**src/rtl/stbs_pkg.sv**
```systemverilog
package stbs_pkg;

   // Default geometry of the table
   localparam int TABLE_DEPTH_DEFAULT = 256;
   localparam int ENTRY_WIDTH_DEFAULT = 32;

   // Fixed field widths of the channels
   localparam int INDEX_WIDTH = 8;
   localparam int KEY_WIDTH   = 32;
   localparam int COUNT_WIDTH = 9;

   // Search bounds run one-based up to count + 1, so one bit above the count
   localparam int BOUND_WIDTH = COUNT_WIDTH + 1;

   // Configuration port
   localparam int CSR_DATA_WIDTH = 32;
   localparam int CSR_ADDR_WIDTH = 3;

   // Command queue between front and back; keep it a power of two
   localparam int QUEUE_DEPTH = 2;

   typedef enum logic {
      OP_WRITE  = 1'b0,
      OP_SEARCH = 1'b1
   } op_type;

   // Register select is paddr[2]: one register per 32-bit word
   typedef enum logic {
      CSR_ENTRIES_IN_USE = 1'b0,
      CSR_COMPARE_SIGNED = 1'b1
   } csr_reg_type;

   typedef struct packed {
      op_type                 op;
      logic [INDEX_WIDTH-1:0] index;
      logic [KEY_WIDTH-1:0]   key;
   } cmd_type;

endpackage

```
**src/rtl/stbs_if.sv**
```systemverilog
interface stbs_req_if;
   logic                             valid;
   logic                             ready;
   logic                             op;
   logic [stbs_pkg::INDEX_WIDTH-1:0] entry_index;
   logic [stbs_pkg::KEY_WIDTH-1:0]   key_value;

   modport source (output valid, output op, output entry_index, output key_value,
                   input ready);
   modport sink   (input valid, input op, input entry_index, input key_value,
                   output ready);
endinterface


```
**src/rtl/stbs_front.sv**
```systemverilog
module stbs_front #(
   parameter int TABLE_DEPTH = stbs_pkg::TABLE_DEPTH_DEFAULT
) (
   input  logic              clock,
   input  logic              reset,
   stbs_req_if.sink          req_bus,
   output logic              push_valid,
   input  logic              push_ready,
   output stbs_pkg::cmd_type push_cmd
);
   import stbs_pkg::*;

   logic                   valid_ff, valid_in;
   cmd_type                cmd_ff, cmd_in;
   logic                   accept;
   logic [INDEX_WIDTH-1:0] wrap_index;

   assign req_bus.ready = !valid_ff || push_ready;
   assign accept        = req_bus.valid && req_bus.ready;

   // Wrap the write index into the table: subtract shifted depth multiples
   always_comb begin
      wrap_index = req_bus.entry_index;
      for (int s = INDEX_WIDTH - 1; s >= 0; s--) begin
         if ((32'(TABLE_DEPTH) << s) <= 32'(wrap_index)) begin
            wrap_index = wrap_index - INDEX_WIDTH'(32'(TABLE_DEPTH) << s);
         end
      end
   end

   always_comb begin
      valid_in = valid_ff && !push_ready;
      cmd_in   = cmd_ff;
      if (accept) begin
         valid_in     = 1'b1;
         cmd_in.op    = op_type'(req_bus.op);
         cmd_in.index = wrap_index;
         cmd_in.key   = req_bus.key_value;
      end
   end

   always_ff @(posedge clock) begin
      cmd_ff <= cmd_in;
      if (reset) begin
         valid_ff <= 1'b0;
      end else begin
         valid_ff <= valid_in;
      end
   end

   assign push_valid = valid_ff;
   assign push_cmd   = cmd_ff;

endmodule

```
**src/flat_wrapper.sv**
```systemverilog
// flat-port wrapper written by rule: the top's interface ports become plain ports
module stbs_front_flat import stbs_pkg::*;
#(
   parameter int TABLE_DEPTH = stbs_pkg::TABLE_DEPTH_DEFAULT
)
  (clock, reset, push_valid, push_ready, push_cmd, req_bus_valid, req_bus_op, req_bus_entry_index, req_bus_key_value, req_bus_ready);
  stbs_req_if req_bus_i ();
  input  logic clock;
  input  logic reset;
  output logic push_valid;
  input  logic push_ready;
  output stbs_pkg::cmd_type push_cmd;
  input wire logic [$bits(req_bus_i.valid)-1:0] req_bus_valid;
  input wire logic [$bits(req_bus_i.op)-1:0] req_bus_op;
  input wire logic [$bits(req_bus_i.entry_index)-1:0] req_bus_entry_index;
  input wire logic [$bits(req_bus_i.key_value)-1:0] req_bus_key_value;
  output wire logic [$bits(req_bus_i.ready)-1:0] req_bus_ready;
  assign req_bus_i.valid = req_bus_valid;
  assign req_bus_i.op = req_bus_op;
  assign req_bus_i.entry_index = req_bus_entry_index;
  assign req_bus_i.key_value = req_bus_key_value;
  assign req_bus_ready = req_bus_i.ready;
  stbs_front #(.TABLE_DEPTH(TABLE_DEPTH)) u_core (.clock(clock), .reset(reset), .req_bus(req_bus_i), .push_valid(push_valid), .push_ready(push_ready), .push_cmd(push_cmd));
endmodule
```
**config.mk**
```make
export PLATFORM = sky130hd
export DESIGN_NAME = stbs_front_flat
export DESIGN_NICKNAME = d
export VERILOG_FILES = /design/src/rtl/stbs_pkg.sv /design/src/rtl/stbs_if.sv /design/src/rtl/stbs_front.sv /design/src/flat_wrapper.sv
export SDC_FILE = /design/constraint.sdc
export NUM_CORES = 1
export LEC_CHECK = 0
export BUFFER_PORTS_ARGS = -buffer_cell sky130_fd_sc_hd__buf_2
export CAP_MARGIN = 20
export CORE_MARGIN = 8
export CORE_UTILIZATION = 25
export DETAILED_ROUTE_END_ITERATION = 16
export MAX_ROUTING_LAYER = met4
export SLEW_MARGIN = 25
export SYNTH_ARGS = -nofsm -noshare
export SYNTH_HDL_FRONTEND = slang
export SYNTH_SLANG_ARGS = --single-unit
```
**constraint.sdc**
```tcl
create_clock -name clock -period 1.9 [get_ports clock]
set_clock_uncertainty 0.05 [all_clocks]
set_input_delay 0.19 -clock clock [delete_from_list [all_inputs] [get_ports clock]]
set_output_delay 0.19 -clock clock [all_outputs]
set_load 0.01 [all_outputs]
```
==> run_results.csv <==
group,metric,value,unit
floorplan,start_util,0.255,
clocking,cts_tree,"yes",
synthesis,ys_seq_area_frac,0.973,
cells_and_area,area_growth,47.8,%
synthesis,synth_top_area_share,0.957,
clocking,cts_resized,0,
synthesis,synthTopCellsByArea,"edfxtp_1, dfxtp_1, nand2b_4, a21oi_2, and2_4",
synthesis,yosysMostFrequentCell,"edfxtp_1",
synthesis,synth-seq-cells,42,
cells_and_area,drive_above_1_share,0.676,
cells_and_area,antenna_cells,0,
floorplan,fp.dieH,87.7,um
timing,fmax,746,MHz
timing,fin_setup_tns,0,ps
critical_path,setup.worst_path.class,"reg -> reg",
timing,drv_slew,0,
global_routing,grtUsageTotal,0.0856,
routing,drcViolationCount,0,
clocking,clockRootBuffer,"clkbuf_8",
timing,hold_viol_final,0,
flow_run,maxCapViolCount,0,
routing,final_antenna_net_count,0,
synthesis,yosys.area.top_type,"edfxtp_1",
routing,first_pass_iters,3,
placed_design,post-place-ws,552,ps
synthesis,yosys_warnings,0,
clocking,clk_pin_slew,70,ps
clocking,cts_sinks,42,
synthesis,synthArstFlopShare,0,
clocking,clk-insertion-delay-late,280,ps
timing,worst_slack,560,ps
cells_and_area,nets,186,
floorplan,fp.dieArea,7700,um2
routing,routedWlPerCell,15.0,um
power,p_leak,0.813,nW
routing,routed_wl,3.19,mm
placed_design,routabilityCongestion,0.703,
clocking,post-cts-setup-buffer-count,0,
power,power_density,934,nW/um2
critical_path,worstPathArrival,1220,ps
synthesis,ys.flop_type,"edfxtp_1",
power,switching_power,373,uW
critical_path,start_kind,"flip-flop",
power,switching_share,0.210,
routing,num_vias,786,
power,p_comb_frac,0.087,
synthesis,synth.avg_cell_area,28.0,um2
synthesis,synth_edf_count,41,
synthesis,syn_inst,46,
synthesis,synth_nets,91,
floorplan,fp-row-count,26,
floorplan,ios,88,
power,intPower,1.40,mW
global_routing,grt_max_degree,42,
synthesis,synth_area,1290,um2
timing,slew_headroom,0.647,
floorplan,core,5040,um2
timing,post-route-min-period,1340,ps
clocking,ctsHoldBuffers,1,
timing,rsz0062_at_grt,"no",
routing,first_iter_violations,27,
routing,via_per_inst,3.71,
min_path,hp-class,"in -> reg",
critical_path,worstPathRequired,1780,ps
cells_and_area,utilization,0.377,
synthesis,synth_cell_type_count,6,
global_routing,grt_pass1_vias,935,
global_routing,antenna_found_initial,0,
cells_and_area,fillers,494,
critical_path,cp_max_fo,41,
power,clockPowerShare,0.298,
power,seq_power_share,0.615,
timing,finalSetupViolCount,0,
critical_path,cp-end-kind,"flip-flop",
timing,finalCritPeriodShare,0.705,
timing,whs,25.8,ps
timing,worst_pin_slew,530,ps
global_routing,overflow,0,
placed_design,io_buffer_count,87,
clocking,numCtsBuffers,5,
power,irDropWorstVdd,0.273,mV
status,status,"finished clean",
floorplan,die_x,87.7,um
clocking,clock_path_buffers,2,
global_routing,grt_pass1_wl,4.60,mm
clocking,htreeDepth,2,
[worst paths after layout]
kind         depth (start not counted)                   to  slack, ps            startpoint
min                                  1   u_core.push_cmd[9]         30  req_bus_key_value[9]
max reg2reg                          2  u_core.push_cmd[24]        560     u_core.push_valid
min reg2reg                          2    u_core.push_valid        460     u_core.push_valid
max                                  2  u_core.push_cmd[24]        560     u_core.push_valid
[final cells by class]
cell class                      instances  area [um2]  area share
Inverter                                1        3.75     0.00197
Sequential cell                        42        1250       0.658
Clock inverter                          2        8.76     0.00461
Multi-Input combinational cell          3        31.3      0.0165
Timing Repair Buffer                   88         445       0.234
Tap cell                               70        87.6      0.0461
Clock buffer                            6        72.6      0.0382
[layout by cell type (no fill, tap or decap)]
cell type,count
nand2b_4,1
clkinv_2,1
dfxtp_1,1
dlygate4sd3_1,1
inv_1,1
a21oi_2,1
clkbuf_8,5
clkinv_1,1
buf_2,87
edfxtp_1,41
and2_4,1
clkbuf_1,1
[power groups by stage]
stage | Clock (mW) | Sequential, mW | Combinational, mW
after global routing | 0.600 | 1.10 | 0.169
after CTS | 0.561 | 1.09 | 0.160
after detailed placement | 0 | 1.11 | 0.159
after floorplan | 0 | 1.14 | 0.0220
final | 0.528 | 1.09 | 0.155
after global placement | 0 | 1.11 | 0.154
[critical path: stages, from the launching register on]
cell,delay [ps]
dfxtp_1,340
nand2b_4,90
and2_4,490
[flip-flops by register name, indices dropped and copies added, names as in the netlist]
signal,cells
u_core.push_cmd,41
u_core.push_valid,1
[routing by layer]
layer | track usage | vias to the layer above | share of wire
li1 | - | 368 | -
met1 | 0.0829 | 361 | 0.36
met2 | 0.143 | 52 | 0.51
met3 | 0.0460 | 5 | 0.12
met4 | 0.0281 | 0 | 0.012
met5 | - | - | 0
[kinds of logic after synthesis]
family | after synthesis | share of synthesized area
DFF | 42 | 0.973
AOI/OAI and AO/OA | 1 | 0.00681
and+or+nand+nor | 2 | 0.0175
buffers and inverters | 1 | 0.00292
[metrics by stage]
stage | instance area (um2) | total power, mW | std cells
6_report | 1900 | 1.78 | 212
3_5_place_dp | 1810 | 1.27 | 203
5_1_grt | 1900 | 1.87 | 212
3_3_place_gp | 1810 | 1.27 | 203
2_1_floorplan | 1290 | 1.17 | 46
4_1_cts | 1900 | 1.81 | 212
Power figures use the tool's default switching activity.
