`config.mk`:
```
export PLATFORM = sky130hd
export DESIGN_NAME = stbs_queue
export DESIGN_NICKNAME = d
export VERILOG_FILES = /design/src/rtl/stbs_pkg.sv /design/src/rtl/stbs_queue.sv
export SDC_FILE = /design/constraint.sdc
export NUM_CORES = 1
export LEC_CHECK = 0
export BUFFER_PORTS_ARGS = -buffer_cell sky130_fd_sc_hd__buf_2
export CORE_MARGIN = 3
export CORE_UTILIZATION = 55
export CTS_CLUSTER_DIAMETER = 100
export DETAILED_ROUTE_END_ITERATION = 10
export PLACE_DENSITY = 0.92
export SLEW_MARGIN = 25
export SYNTH_ARGS = -nofsm -noshare
export SYNTH_HDL_FRONTEND = slang
export SYNTH_SLANG_ARGS = --single-unit
```
`constraint.sdc`:
```
create_clock -name clock -period 5.8 [get_ports clock]
set_clock_uncertainty 0.1 [all_clocks]
set_input_delay 0 -clock clock [delete_from_list [all_inputs] [get_ports clock]]
set_output_delay 0 -clock clock [all_outputs]
set_load 0.01 [all_outputs]
```
`src/rtl/stbs_pkg.sv`:
```
package stbs_pkg;

   // Default geometry of the table
   localparam int TABLE_DEPTH_DEFAULT = 256;
   localparam int ENTRY_WIDTH_DEFAULT = 32;

   // Fixed field widths of the channels
   localparam int INDEX_WIDTH = 8;
   localparam int KEY_WIDTH   = 32;
   localparam int COUNT_WIDTH = 9;

   // Search bounds run one-based up to count + 1, so one bit above the count
   localparam int BOUND_WIDTH = COUNT_WIDTH + 1;

   // Configuration port
   localparam int CSR_DATA_WIDTH = 32;
   localparam int CSR_ADDR_WIDTH = 3;

   // Command queue between front and back; keep it a power of two
   localparam int QUEUE_DEPTH = 2;

   typedef enum logic {
      OP_WRITE  = 1'b0,
      OP_SEARCH = 1'b1
   } op_type;

   // Register select is paddr[2]: one register per 32-bit word
   typedef enum logic {
      CSR_ENTRIES_IN_USE = 1'b0,
      CSR_COMPARE_SIGNED = 1'b1
   } csr_reg_type;

   typedef struct packed {
      op_type                 op;
      logic [INDEX_WIDTH-1:0] index;
      logic [KEY_WIDTH-1:0]   key;
   } cmd_type;

endpackage

```
`src/rtl/stbs_queue.sv`:
```
module stbs_queue (
   input  logic              clock,
   input  logic              reset,
   input  logic              push_valid,
   output logic              push_ready,
   input  stbs_pkg::cmd_type push_cmd,
   output logic              pop_valid,
   input  logic              pop_ready,
   output stbs_pkg::cmd_type pop_cmd
);
   import stbs_pkg::*;

   localparam int PTR_WIDTH = $clog2(QUEUE_DEPTH);

   cmd_type              slot_ff [QUEUE_DEPTH];
   logic [PTR_WIDTH-1:0] wr_ptr_ff, wr_ptr_in;
   logic [PTR_WIDTH-1:0] rd_ptr_ff, rd_ptr_in;
   logic [PTR_WIDTH:0]   fill_ff, fill_in;
   logic                 push, pop;

   assign push_ready = fill_ff != (PTR_WIDTH + 1)'(QUEUE_DEPTH);
   assign pop_valid  = fill_ff != '0;
   assign pop_cmd    = slot_ff[rd_ptr_ff];

   assign push = push_valid && push_ready;
   assign pop  = pop_valid && pop_ready;

   // Pointers wrap on their own since the depth is a power of two
   always_comb begin
      wr_ptr_in = push ? wr_ptr_ff + PTR_WIDTH'(1) : wr_ptr_ff;
      rd_ptr_in = pop ? rd_ptr_ff + PTR_WIDTH'(1) : rd_ptr_ff;
      fill_in   = fill_ff + (PTR_WIDTH + 1)'(push) - (PTR_WIDTH + 1)'(pop);
   end

   always_ff @(posedge clock) begin
      if (push) begin
         slot_ff[wr_ptr_ff] <= push_cmd;
      end
   end

   always_ff @(posedge clock) begin
      if (reset) begin
         wr_ptr_ff <= '0;
         rd_ptr_ff <= '0;
         fill_ff   <= '0;
      end else begin
         wr_ptr_ff <= wr_ptr_in;
         rd_ptr_ff <= rd_ptr_in;
         fill_ff   <= fill_in;
      end
   end

endmodule

```
==> results_dict.tcl, run 1 <==
set metrics [dict create \
    synth-seq-area-share_pct 79.91 \
    critical-path-slowest-cell "sky130_fd_sc_hd__and3_2" \
    floorplan.die_area_sq_um 6783 \
    power_density_nw_per_um2 351.4 \
    clk_lat_worst_skew_ns 0.34 \
    cp_cell_sequence "nand2b_1, and3_2" \
    synth_cell_types 22 \
    floorplan.io_pins 88 \
    synth_compound_gate_area_share_pct 1.600 \
    cts-htree-levels 3 \
    worst_r2r_path_depth 2 \
    synth_simple_gate_area_share_pct 2.185 \
    drc 0 \
    num_antenna_cells 0 \
    grt_overflow_total 0 \
    std_cell_rows 27 \
    via_per_inst 5.056 \
    detail-route-antenna-nets 0 \
    rsz0062_at_grt "no" \
    placement.io_buffers 87 \
    timing.critical_path.from "fill_ff[0]" \
    drt_first_iter_violations 63 \
    grt_start_max_net_pins 42 \
    worstPathMaxFanout 41 \
    start_util_pct 57.53 \
    gpl.final_weighted_congestion 0.6907 \
    die_h_um 82.36 \
    post_cts_resized 0 \
    max_slew_violations 0 \
    hold_class "input pin to flip-flop" \
    antenna_found_initial 0 \
    route.final.wire_length_mm 6.165 \
    cts_buffers 9 \
    signal_arrival_time_at_the_worst_endpoint_ns 1.89 \
    synth.ff_latch_count 87 \
    core_area_sq_um 5574 \
    dp.final_hpwl_mm 3.658 \
    syn_area_per_cell_sq_um 20.43 \
    leakage_nw 1.657 \
    final_common_cell "sky130_fd_sc_hd__buf_2" \
    setup.worst_path.end_class "flip-flop" \
    holdCritStartpoint "push_cmd[18]" \
    finalSetupTns_ns 0 \
    num-nets-final 342 \
    run_status "completed" \
    placed_inst_area_sq_um 3717 \
    worstPathBufferInverterCount 0 \
    finalSetupViolations 0 \
    whs_ns 0.2807 \
    synth_top_family_by_area "multiplexers" \
    synth_xor_area_share_pct 0.2731 \
    period_share_pct 34.95 \
    cts-root-buf "sky130_fd_sc_hd__clkbuf_8" \
    tritoncts_num_sinks 87 \
    avgRoutedWirePerCell_um 16.57 \
    syn_inst 157 \
    achievable-frequency_mhz 493.4 \
    dr_total_vias 1881 \
    post-cts-setup-buffer-count 0 \
    grt_pass1_vias 1962 \
    detail_route.first_pass.iterations 4 \
    setup.reg_to_reg.worst_slack_ns 3.77 \
    layout.cells.most_common_list "87 x sky130_fd_sc_hd__buf_2, 82 x sky130_fd_sc_hd__edfxtp_1, 45 x sky130_fd_sc_hd__dlygate4sd3_1" \
    setup.worst_path.start_class "flip-flop" \
    top_cell_family_by_delay_on_the_critical_path "simple AND/OR/NAND/NOR gates" \
    dieWidth_um 82.36 \
    final_std_cell_area_no_fill_sq_um 4345 \
    synthAdderAreaFrac_pct 0.3902 \
    grt_first_pass_wirelength_mm 9.225 \
    critical_path_cell_count 2 \
    period_needed_ns 2.027 \
    slowest_delay_ns 0.84 \
    crit-reg2reg-launch "fill_ff[0]" \
    yosys_warnings 0 \
    p_total_w 0.001527 \
    criticalPathCategory "flip-flop to flip-flop" \
    mappedNetlistNets 203 \
    clkSlewWorstSetupHoldPaths_ns 0.08 \
    final_hold_viol_count 0 \
    ir_drop_mv 0.2218 \
    hold-path-cell-count 2 \
    cap_violations 0 \
    cts.path.max_buffers 2 \
    grt_util_all_layers_pct 19.38 \
    critPathRequiredTime_ns 5.66 \
    post_synth_mux_area_share_pct 14.75 \
    tritoncts "yes" \
    mappedNetlistArea_sq_um 3207 \
    worst_slew_pin_slew_ns 0.9708 \
    area_growth_pct 35.51 \
    relSlewSlack_pct 35.28 \
    post_route_cells_drive_above_1_share_pct 47.33 \
]
-- cells by family (layout without fill, tap and decap cells) --
kind of cell / after synthesis / count (layout)
AOI/OAI and AO/OA: 7 / 7
xor gates and xnor gates: 1 / 1
adders and majority gates: 1 / 1
buffers and inverters: 6 / 149
DFF: 87 / 87
muxes: 42 / 42
and+or+nand+nor: 13 / 13
-- registers in the layout, summed over array words and instances, names as in the netlist, named ones only --
name	cells
wr_ptr_ff	1
rd_ptr_ff	1
slot_ff	82
fill_ff	2
-- cells in the mapped netlist --
| cell type | number | share of area, % |
|---|---|---|
| sky130_fd_sc_hd__and2b_1 | 1 | 0.23 |
| sky130_fd_sc_hd__or2_2 | 1 | 0.20 |
| sky130_fd_sc_hd__buf_2 | 5 | 0.78 |
| sky130_fd_sc_hd__nand3b_1 | 1 | 0.23 |
| sky130_fd_sc_hd__mux2_1 | 4 | 1.4 |
| sky130_fd_sc_hd__a32oi_1 | 1 | 0.27 |
| sky130_fd_sc_hd__a21bo_1 | 1 | 0.31 |
| sky130_fd_sc_hd__dfxtp_1 | 5 | 3.1 |
| sky130_fd_sc_hd__ha_1 | 1 | 0.39 |
| sky130_fd_sc_hd__a211oi_1 | 1 | 0.23 |
| sky130_fd_sc_hd__nor2_1 | 5 | 0.59 |
| sky130_fd_sc_hd__o21ai_0 | 2 | 0.31 |
| sky130_fd_sc_hd__and3_1 | 1 | 0.20 |
| sky130_fd_sc_hd__mux2_2 | 38 | 13 |
| sky130_fd_sc_hd__xor2_1 | 1 | 0.27 |
| sky130_fd_sc_hd__edfxtp_1 | 82 | 77 |
| sky130_fd_sc_hd__nand2b_1 | 1 | 0.20 |
| sky130_fd_sc_hd__a21oi_1 | 1 | 0.16 |
| sky130_fd_sc_hd__nor2b_1 | 2 | 0.39 |
| sky130_fd_sc_hd__a21bo_2 | 1 | 0.31 |
| sky130_fd_sc_hd__nand3_1 | 1 | 0.16 |
| sky130_fd_sc_hd__inv_1 | 1 | 0.12 |
-- routing by layer --
layer	global-route usage, %	share of wire, %	wire length, um
met4	10.96	2.8	173
met5	0	0	0
met2	34.13	54	3340
met3	4.447	4.9	302
met1	21.42	38	2349
-- report_power, final --
group          switching, W  leakage (nW)  internal, W
combinational      0.000149         0.760     0.000176
sequential        0.0000521         0.809     0.000764
clock              0.000192        0.0872     0.000193
-- per-stage QoR --
stage          utilization (%)  setup WS [ns]  instances
6_report                 77.96          3.773        372
5_1_grt                  77.96          3.671        372
4_1_cts                  77.96          3.764        372
3_5_place_dp             66.69          3.779        312
3_3_place_gp             66.69          3.873        312
2_1_floorplan                -          3.606        157
-- worst register-to-register path: cells and delay by family (launching register included) --
kind,cells,cell delay (ns)
flops,1,0.46
simple gates,2,1.07
-- final timing paths --
kind	end
max	slot_ff[1][29]
min	slot_ff[0][18]
max reg2reg	slot_ff[1][29]
min reg2reg	rd_ptr_ff
-- area by class of cell --
cell class	instances	area (sq um)
Clock buffer	10	127.6
Clock inverter	5	50.05
Fill cell	334	1229
Inverter	1	3.754
Multi-Input combinational cell	64	616.8
Sequential cell	87	2564
Tap cell	72	90.09
Timing Repair Buffer	133	893.4
-- repair_timing --
action / 4_1_cts / 5_1_grt
endpoints found under the hold margin: 87 / 0
hold buffers: 45 / 0
setup endpoints to repair: 0 / 0
(Power assumes the default switching activity.)
==> run 2, diff against run 1 <==
--- a/config.mk
+++ b/config.mk
@@ -5,12 +5,13 @@
 export SDC_FILE = /design/constraint.sdc
 export NUM_CORES = 1
 export LEC_CHECK = 0
+export ABC_AREA = 1
 export BUFFER_PORTS_ARGS = -buffer_cell sky130_fd_sc_hd__buf_2
 export CORE_MARGIN = 3
-export CORE_UTILIZATION = 55
+export CORE_UTILIZATION = 47
 export CTS_CLUSTER_DIAMETER = 100
 export DETAILED_ROUTE_END_ITERATION = 10
-export PLACE_DENSITY = 0.92
+export PLACE_DENSITY = 0.84
 export SLEW_MARGIN = 25
 export SYNTH_ARGS = -nofsm -noshare
 export SYNTH_HDL_FRONTEND = slang
==> constraint.sdc (replaced) <==
create_clock -name clock -period 1.7 [get_ports clock]
set_clock_uncertainty 0.1 [all_clocks]
set_input_delay 0 -clock clock [delete_from_list [all_inputs] [get_ports clock]]
set_output_delay 0 -clock clock [all_outputs]
set_load 0.01 [all_outputs]
==> run 2 against run 1 <==
Core utilization down 11 points. Wire length decreased by 6.8%. Worst setup slack lost 3.7 ns. Die area is 22% higher. Highest routed layer unchanged.
==> results_dict.tcl, run 2 <==
set metrics [dict create \
    max_slew_violations 0 \
    mappedNetlistNets 210 \
    cts-htree-levels 3 \
    signal_arrival_time_at_the_worst_endpoint_ns 1.52 \
    floorplan.die_area_sq_um 8309 \
    syn_area_per_cell_sq_um 20.78 \
    die_h_um 91.16 \
    area_growth_pct 35.21 \
    rsz0062_at_grt "no" \
    worst_r2r_path_depth 9 \
    holdCritStartpoint "reset" \
    achievable-frequency_mhz 617.6 \
    setup.reg_to_reg.worst_slack_ns 0.17 \
    m1WireLength_mm 2.440 \
    finalSetupViolations 0 \
    cts-root-buf "sky130_fd_sc_hd__clkbuf_8" \
    netlist.area_leader.share_pct 72.25 \
    synth_enable_flop_cells 82 \
    yosys-top-cells-count "82 x sky130_fd_sc_hd__edfxtp_1, 40 x sky130_fd_sc_hd__mux2_4, 8 x sky130_fd_sc_hd__inv_1, 8 x sky130_fd_sc_hd__nor2_1, 6 x sky130_fd_sc_hd__nand2_1" \
    tritoncts "yes" \
    grt_util_all_layers_pct 14.44 \
    dr.max_layer_used "met4" \
    core_area_sq_um 6907 \
    place_ws_ns 0.1071 \
    hold_class "input pin to flip-flop" \
    criticalPathCategory "flip-flop to primary output" \
    dp.final_hpwl_mm 3.629 \
    final_common_cell "sky130_fd_sc_hd__buf_2" \
    start_util_pct 49.35 \
    detail-route-antenna-nets 0 \
    final_hold_viol_count 0 \
    clk_lat_worst_skew_ns 0.34 \
    avgRoutedWirePerCell_um 14.01 \
    grt_first_pass_wirelength_mm 9.156 \
    placement.io_buffers 87 \
    route.final.wire_length_mm 5.746 \
    critPathRequiredTime_ns 1.60 \
    cts.path.max_buffers 2 \
    cts_buffers 9 \
    std_cell_rows 30 \
    dr_wl_met2_mm 2.923 \
    synth.most_common_cell "sky130_fd_sc_hd__edfxtp_1" \
    synth-seq-area-share_pct 75.18 \
    antenna_found_initial 0 \
    period_share_pct 95.24 \
    worstPathMaxFanout 19 \
    grt_start_max_net_pins 23 \
    relSlewSlack_pct 76.12 \
    largest-register "slot_ff" \
    num_antenna_cells 0 \
    main_area_contributors_after_synthesis "sky130_fd_sc_hd__edfxtp_1 72%, sky130_fd_sc_hd__mux2_4 18%, sky130_fd_sc_hd__dfxtp_1 2.9%, sky130_fd_sc_hd__buf_12 2.3%, sky130_fd_sc_hd__inv_1 0.88%" \
    finalSetupTns_ns 0 \
    detail_route.first_pass.iterations 4 \
    clkSlewWorstSetupHoldPaths_ns 0.08 \
    layout.cells.most_common_list "87 x sky130_fd_sc_hd__buf_2, 82 x sky130_fd_sc_hd__edfxtp_1, 44 x sky130_fd_sc_hd__dlygate4sd3_1" \
    hold-path-cell-count 3 \
    via_per_inst 4.551 \
    floorplan.io_pins 88 \
    synth.ff_latch_count 87 \
    asyncSetResetFlopFracSynth_pct 0 \
    wl_met3_um 275 \
    synth_cell_types 16 \
    tritoncts_num_sinks 87 \
    largest_register_ffs 82 \
    run_status "completed" \
    dieWidth_um 91.16 \
    syn_inst 164 \
    power_density_nw_per_um2 1273 \
    setup.worst_path.end_class "primary output" \
    num-nets-final 355 \
    worst_slew_pin_slew_ns 0.3582 \
    post_route_cells_drive_above_1_share_pct 50.00 \
    crit-reg2reg-launch "fill_ff[1]" \
    largest_registers "slot_ff (82), fill_ff (2)" \
    dominantRegCellSynth "sky130_fd_sc_hd__edfxtp_1" \
    ir_drop_mv 0.7019 \
    grt_overflow_total 0 \
    grt_pass1_vias 1947 \
    capture_instance_of_the_worst_register_to_register_path "fill_ff[1]" \
    drc 0 \
    setup.worst_path.start_class "flip-flop" \
    mappedNetlistArea_sq_um 3408 \
    gpl.final_weighted_congestion 0.7311 \
    yosys_warnings 0 \
    worstHoldEndpoint "fill_ff[0]" \
    synthDominantAreaCellType "sky130_fd_sc_hd__edfxtp_1" \
    period_needed_ns 1.619 \
    leakage_nw 1.848 \
    cap_violations 0 \
    dr_total_vias 1866 \
    worst_slack_ns 0.08091 \
    drt_first_iter_violations 103 \
]
run 2: changes by cell type in the layout (fill, tap and decap cells not counted), moves of 2 or more:
cell / delta
sky130_fd_sc_hd__o21ai_0: -2
sky130_fd_sc_hd__dfxtp_1: -2
sky130_fd_sc_hd__nor2_4: +2
sky130_fd_sc_hd__buf_4: +3
sky130_fd_sc_hd__nor2b_1: -2
sky130_fd_sc_hd__mux2_4: +40
sky130_fd_sc_hd__buf_12: +4
sky130_fd_sc_hd__dfxtp_2: +2
sky130_fd_sc_hd__nand2_1: +6
sky130_fd_sc_hd__nand2_4: +2
sky130_fd_sc_hd__inv_1: +7
sky130_fd_sc_hd__mux2_1: -4
sky130_fd_sc_hd__mux2_2: -37
run 2: cell type report:
| cell class | count | area, sq um |
|---|---|---|
| multi-input combinational | 64 | 749.5 |
| clock inverter | 5 | 25.02 |
| sequential | 87 | 2566 |
| fill | 485 | 2298 |
| inverter | 8 | 30.03 |
| timing repair buffer | 139 | 985.9 |
| tap | 96 | 120.1 |
| clock buffer | 11 | 131.4 |
run 2: per-layer routing:
metal / GRT usage (%) / up-vias
li1: - / 910
met1: 16.85 / 883
met2: 24.34 / 65
met3: 4.060 / 8
met4: 7.286 / 0
met5: 0 / -
run 2: worst max-delay path, stage by stage, from the launching register on:
cell and delay (ns):
sky130_fd_sc_hd__dfxtp_2 0.36, sky130_fd_sc_hd__buf_4 0.35, sky130_fd_sc_hd__mux2_4 0.33, sky130_fd_sc_hd__buf_2 0.14
run 2: cells by family (layout without fill, tap and decap cells):
family                     count (synthesis)  after routing  share of synthesized area (%)
and+or+nand+nor                           19             19                          2.386
AOI/OAI and AO/OA                          2              2                         0.2937
muxes                                     41             41                          17.95
buffers and inverters                     13            163                          3.561
xor gates and xnor gates                   1              1                         0.2570
DFF                                       87             87                          75.18
adders and majority gates                  1              1                         0.3670
run 2: how the worst max path moves through the flow:
stage                    end  cells past startpoint  slack (ns)  startpoint
2_1_floorplan  slot_ff[1][0]                      4        0.02  fill_ff[0]
3_3_place_gp      fill_ff[1]                      9        0.22  fill_ff[1]
3_5_place_dp      fill_ff[1]                      9        0.11  fill_ff[1]
4_1_cts          pop_cmd[35]                      3        0.05   flip-flop
5_1_grt          pop_cmd[35]                      3       0.006   flip-flop
6_report         pop_cmd[35]                      3        0.08   flip-flop
run 2: per-stage QoR:
step | util [%] | std cells | area, sq um | power, W | hold WS, ns
floorplan | - | 164 | 3435 | 0.004145 | -0.03617
global placement | 57.84 | 348 | 3995 | 0.004602 | 0.08342
detailed placement | 57.84 | 348 | 3995 | 0.004658 | 0.08461
CTS | 66.49 | 408 | 4592 | 0.005912 | 0.2421
global route | 66.72 | 410 | 4608 | 0.006175 | 0.2575
finish | 66.72 | 410 | 4608 | 0.005867 | 0.2691
run 2: timing repair:
action,4_1_cts,5_1_grt
hold buffers,44,0
setup endpoints to repair,0,1
hold endpoints to repair,87,0
setup buffers,0,2
resized for setup,0,1
run 2: where the power goes:
group / internal, W / switching, W
Sequential: 0.00272 / 0.000109
Combinational: 0.000991 / 0.000876
Clock: 0.000517 / 0.000651
